`src/design/dwo_pkg.sv`:
```
package dwo_pkg;

  localparam logic [30:0] INV_PI_Q32 = 31'd1367130551;
  localparam logic signed [33:0] CORDIC_GAIN = 34'sd652032874;
  localparam int CORDIC_STEPS = 30;
  localparam logic [15:0] RADIUS_RST = 16'd2163;
  localparam logic [17:0] SEP_RST = 18'd19464;
  localparam logic [19:0] US_PER_S = 20'd1000000;
  localparam logic signed [63:0] S32_MAX = 64'sd2147483647;
  localparam logic signed [63:0] S32_MIN = -64'sd2147483648;

  localparam logic [1:0] CFG_RADIUS = 2'd0;
  localparam logic [1:0] CFG_SEP    = 2'd1;

  typedef enum logic [4:0] {
    OP_NONE,
    OP_LOAD,
    OP_MUL,
    OP_DQ_GO,
    OP_DQ_TAKE,
    OP_STEP,
    OP_HEAD,
    OP_C1_GO,
    OP_C1_TAKE,
    OP_PMUL,
    OP_PADD,
    OP_C2_GO,
    OP_C2_TAKE,
    OP_LIN_GO,
    OP_LIN_TAKE,
    OP_ANG_GO,
    OP_ANG_TAKE,
    OP_AMUL,
    OP_AFIN,
    OP_OUT
  } dp_op_t;

  typedef struct packed {
    dp_op_t op;
  } dp_cmd_t;

  typedef struct packed {
    logic div_done;
    logic cor_done;
    logic dt_zero;
  } dp_stat_t;

  function automatic logic signed [31:0] sat32(input logic signed [63:0] v);
    logic signed [31:0] r;
    if (v > S32_MAX) begin
      r = 32'sh7fff_ffff;
    end else if (v < S32_MIN) begin
      r = 32'sh8000_0000;
    end else begin
      r = v[31:0];
    end
    return r;
  endfunction

  function automatic logic [31:0] atan_lut(input logic [4:0] i);
    logic [31:0] r;
    unique case (i)
      5'd0:  r = 32'd536870912;
      5'd1:  r = 32'd316933406;
      5'd2:  r = 32'd167458907;
      5'd3:  r = 32'd85004756;
      5'd4:  r = 32'd42667331;
      5'd5:  r = 32'd21354465;
      5'd6:  r = 32'd10679838;
      5'd7:  r = 32'd5340245;
      5'd8:  r = 32'd2670163;
      5'd9:  r = 32'd1335087;
      5'd10: r = 32'd667544;
      5'd11: r = 32'd333772;
      5'd12: r = 32'd166886;
      5'd13: r = 32'd83443;
      5'd14: r = 32'd41722;
      5'd15: r = 32'd20861;
      5'd16: r = 32'd10430;
      5'd17: r = 32'd5215;
      5'd18: r = 32'd2608;
      5'd19: r = 32'd1304;
      5'd20: r = 32'd652;
      5'd21: r = 32'd326;
      5'd22: r = 32'd163;
      5'd23: r = 32'd81;
      5'd24: r = 32'd41;
      5'd25: r = 32'd20;
      5'd26: r = 32'd10;
      5'd27: r = 32'd5;
      5'd28: r = 32'd3;
      5'd29: r = 32'd1;
      default: r = 32'd0;
    endcase
    return r;
  endfunction

endpackage

```
`src/design/dwo_ctrl.sv`:
```
module dwo_ctrl import dwo_pkg::*; (
  input  logic     clk,
  input  logic     rst_n,
  input  logic     in_valid,
  output logic     in_stall,
  output logic     out_valid,
  input  logic     out_stall,
  output dp_cmd_t  cmd,
  input  dp_stat_t stat
);

  typedef enum logic [4:0] {
    S_IDLE, S_MUL, S_DQ_GO, S_DQ_WAIT, S_DQ_TAKE, S_STEP, S_HEAD,
    S_C1_GO, S_C1_WAIT, S_C1_TAKE, S_PMUL, S_PADD,
    S_C2_GO, S_C2_WAIT, S_C2_TAKE,
    S_LIN_GO, S_LIN_WAIT, S_LIN_TAKE,
    S_ANG_GO, S_ANG_WAIT, S_ANG_TAKE, S_AMUL, S_AFIN, S_OUT
  } state_t;

  state_t state_r, state_nxt;
  logic   out_valid_r, out_valid_nxt;
  logic   out_free;

  assign out_free = !out_valid_r || !out_stall;

  always_comb begin
    state_nxt     = state_r;
    out_valid_nxt = out_valid_r && out_stall;
    cmd.op        = OP_NONE;
    unique case (state_r)
      S_IDLE: begin
        if (in_valid) begin
          cmd.op    = OP_LOAD;
          state_nxt = S_MUL;
        end
      end
      S_MUL: begin
        cmd.op    = OP_MUL;
        state_nxt = S_DQ_GO;
      end
      S_DQ_GO: begin
        cmd.op    = OP_DQ_GO;
        state_nxt = S_DQ_WAIT;
      end
      S_DQ_WAIT: begin
        if (stat.div_done) begin
          state_nxt = S_DQ_TAKE;
        end
      end
      S_DQ_TAKE: begin
        cmd.op    = OP_DQ_TAKE;
        state_nxt = S_STEP;
      end
      S_STEP: begin
        cmd.op    = OP_STEP;
        state_nxt = S_HEAD;
      end
      S_HEAD: begin
        cmd.op    = OP_HEAD;
        state_nxt = S_C1_GO;
      end
      S_C1_GO: begin
        cmd.op    = OP_C1_GO;
        state_nxt = S_C1_WAIT;
      end
      S_C1_WAIT: begin
        if (stat.cor_done) begin
          state_nxt = S_C1_TAKE;
        end
      end
      S_C1_TAKE: begin
        cmd.op    = OP_C1_TAKE;
        state_nxt = S_PMUL;
      end
      S_PMUL: begin
        cmd.op    = OP_PMUL;
        state_nxt = S_PADD;
      end
      S_PADD: begin
        cmd.op    = OP_PADD;
        state_nxt = S_C2_GO;
      end
      S_C2_GO: begin
        cmd.op    = OP_C2_GO;
        state_nxt = S_C2_WAIT;
      end
      S_C2_WAIT: begin
        if (stat.cor_done) begin
          state_nxt = S_C2_TAKE;
        end
      end
      S_C2_TAKE: begin
        cmd.op    = OP_C2_TAKE;
        state_nxt = stat.dt_zero ? S_OUT : S_LIN_GO;
      end
      S_LIN_GO: begin
        cmd.op    = OP_LIN_GO;
        state_nxt = S_LIN_WAIT;
      end
      S_LIN_WAIT: begin
        if (stat.div_done) begin
          state_nxt = S_LIN_TAKE;
        end
      end
      S_LIN_TAKE: begin
        cmd.op    = OP_LIN_TAKE;
        state_nxt = S_ANG_GO;
      end
      S_ANG_GO: begin
        cmd.op    = OP_ANG_GO;
        state_nxt = S_ANG_WAIT;
      end
      S_ANG_WAIT: begin
        if (stat.div_done) begin
          state_nxt = S_ANG_TAKE;
        end
      end
      S_ANG_TAKE: begin
        cmd.op    = OP_ANG_TAKE;
        state_nxt = S_AMUL;
      end
      S_AMUL: begin
        cmd.op    = OP_AMUL;
        state_nxt = S_AFIN;
      end
      S_AFIN: begin
        cmd.op    = OP_AFIN;
        state_nxt = S_OUT;
      end
      S_OUT: begin
        if (out_free) begin
          cmd.op        = OP_OUT;
          out_valid_nxt = 1'b1;
          state_nxt     = S_IDLE;
        end
      end
      default: begin
        state_nxt = S_IDLE;
      end
    endcase
  end

  always_ff @(posedge clk) begin
    if (!rst_n) begin
      state_r     <= S_IDLE;
      out_valid_r <= 1'b0;
    end else begin
      state_r     <= state_nxt;
      out_valid_r <= out_valid_nxt;
    end
  end

  assign in_stall  = state_r != S_IDLE;
  assign out_valid = out_valid_r;

endmodule

```
`config.mk`:
```
export PLATFORM = sky130hd
export DESIGN_NAME = dwo_ctrl
export DESIGN_NICKNAME = d
export VERILOG_FILES = /design/src/design/dwo_pkg.sv /design/src/design/dwo_ctrl.sv
export SDC_FILE = /design/constraint.sdc
export NUM_CORES = 1
export LEC_CHECK = 0
export BUFFER_PORTS_ARGS = -buffer_cell sky130_fd_sc_hd__buf_2
export CORE_MARGIN = 3
export CORE_UTILIZATION = 40
export DETAILED_ROUTE_END_ITERATION = 10
export GPL_TIMING_DRIVEN = 0
export PLACE_DENSITY = 0.69
export REMOVE_ABC_BUFFERS = 1
export SYNTH_ARGS = -nofsm -noshare
export SYNTH_HDL_FRONTEND = slang
export SYNTH_SLANG_ARGS = --single-unit
```
`constraint.sdc`:
```
create_clock -name clk -period 2.7 [get_ports clk]
set_clock_uncertainty 0.15 [all_clocks]
set_input_delay 0.135 -clock clk [delete_from_list [all_inputs] [get_ports clk]]
set_output_delay 0.135 -clock clk [all_outputs]
set_load 0.02 [all_outputs]
```
==> reports/metrics.cfg <==
[timing]
final.period_utilization_pct = 80.4
finalHoldViolCount = 0
layout_setup_ws_ns = 0.530
finalSetupViolCount = 0
tightest_slew_ns = 0.590
tns_ns = 0
maxClockFrequency_mhz = 461
slew_headroom_pct = 60.6
rsz0062_at_grt = no
maxSlewViolCount = 0
fin_crit_ns = 2.17

[synthesis]
synth_warnings = 0
syn_avg_cell_area_um2 = 7.21
synth_flop_cell = dfxtp_1
synth-edff-count = 0
ys_seq_elements = 6
synthArstFlopShare_pct = 0
synth_cell_types = 35
synthCells = 79
ys_seq_area_share_pct = 21.1
syn_area_um2 = 569

[power]
p_leak_nw = 0.256
ir_drop_mv = 0.528
power.density_nw_per_um2 = 1060

[setup_path]
reg2regPathDepth = 4
rr_endpoint = state_r[2]$_SDFFE_PN0P_
worstPathRequired_ns = 2.41
worstPathArrival_ns = 1.88
end_kind = primary output
crit_type = reg2out
critPathLaunchType = flop
path_max_fanout = 17
rrSetupSlack_ns = 0.54
reg2reg_from = state_r[4]$_SDFFE_PN0P_

[floorplan]
start_util_pct = 46.8
coreArea_um2 = 1220
die_w_um = 43.7
ios = 14
num_rows = 12
die_y_um = 43.7
dieArea_um2 = 1910

[min_path]
min_from = rst_n
min_to = state_r[0]$_SDFFE_PN0P_
hold_path_depth = 3
holdCritPathClass = in2reg

[placed_design]
dpl_worst_slack_ns = 0.585
dp_hpwl_um = 992
io_buffers = 13
gp_congestion = 0.761

[drt]
drtAntennaViolNets = 0
drcViolationCount = 0
drt_iter0_drc = 19
vias = 648
avgRoutedWirePerCell_um = 13.8
dr.pass1.iters = 4
drt_wl_total_mm = 1.41
viasPerCell = 6.35

[clock_tree]
cts_setup_buffers = 0
clk_pin_slew_ns = 0.04
clk-insertion-delay-late_ns = 0.24
cts_resized = 0
cts_hold_buf = 0
cts_root_buffer = clkbuf_4
cts.htree.levels = 1
clock_sinks = 6
cts_inserted_buffers = 3
cts_max_path_buffers = 2
cts_tree = built

[final_layout]
nets = 97
nFillCells = 126
layout_commonest_cell = buf_2
syn2layout_area_growth_pct = 12.5
drive_gt1_share_pct = 21.6
antenna_cells = 0

[global_routing]
grt_use_total_pct = 16.6
antenna_found_initial = 0
grt_pass1_wl_mm = 2.47
overflow = 0
grt_max_degree = 20
grt_pass1_vias = 536

[status]
status = complete, no violations

[flow_run]
drv_cap = 0

-- synthesized netlist by cell type, types with 2 or more instances --
library cell	number	area, um2
nand3_1	6	30.0
o21ai_0	3	15.0
nor2b_1	3	18.8
a41oi_1	2	17.5
a21oi_1	6	30.0
a31oi_1	2	12.5
inv_1	3	11.3
nor2_1	6	22.5
clkbuf_1	6	22.5
nand4_1	2	12.5
a32o_1	2	20.0
nor4_1	2	12.5
and2_1	2	12.5
nor3_1	3	15.0
nand2_1	6	22.5
dfxtp_1	6	120
-- metal layers --
layer,share of wire (%),global-route usage (%)
met5,0,0
met4,0,3.61
met3,3.8,4.98
met2,46,25.3
met1,50,22.9
-- how the worst max path moves through the flow --
stage,startpoint,to,slack (ns),cells past startpoint
detailed placement,state_r[4]$_SDFFE_PN0P_,state_r[2]$_SDFFE_PN0P_,0.58,4
finish,state_r[1]$_SDFFE_PN0P_,cmd[0],0.53,5
floorplan,state_r[4]$_SDFFE_PN0P_,cmd[3],0.70,3
global route,state_r[1]$_SDFFE_PN0P_,cmd[0],0.38,5
global placement,state_r[4]$_SDFFE_PN0P_,state_r[2]$_SDFFE_PN0P_,0.58,4
CTS,state_r[1]$_SDFFE_PN0P_,cmd[0],0.52,5
-- where the power goes --
part	switching, mW	internal, mW
Combinational	0.219	0.170
Clock	0.0310	0.0502
Sequential	0.0973	0.113
-- flip-flops by register name, indices dropped and copies added (netlist names) --
name       flops
state_r        5
out_valid      1
-- final cells by class --
type	instances	area [um2]	share of cell area (%)
Clock buffer	3	22.5	3.52
Inverter	3	11.3	1.76
Multi-Input combinational cell	63	404	63.1
Sequential cell	6	120	18.7
Tap cell	14	17.5	2.73
Timing Repair Buffer	13	65.1	10.2
-- critical path, stage by stage (launching register included) --
cell and delay (ns):
dfxtp_1 0.62, nor2_1 0.15, mux2_2 0.29, a222oi_1 0.29
o22ai_1 0.12, buf_2 0.19
-- through the flow --
stage	instances	instance area [um2]	util [%]	total power, mW	hold WS (ns)
finish	102	641	52.7	0.681	0.0460
global route	102	641	52.7	0.742	0.0540
CTS	102	641	52.7	0.683	0.0406
detailed placement	99	618	50.8	0.599	0.297
global placement	99	618	50.8	0.592	0.286
floorplan	72	536	-	0.483	0.133
-- kinds of logic after synthesis --
group / share of synthesized area (%)
buf+inv: 7.91
flops: 21.1
compound gates: 32.7
mux: 3.74
xor+xnor: 1.54
simple gates: 33.0
No activity file was read; power rests on OpenSTA's default activity.
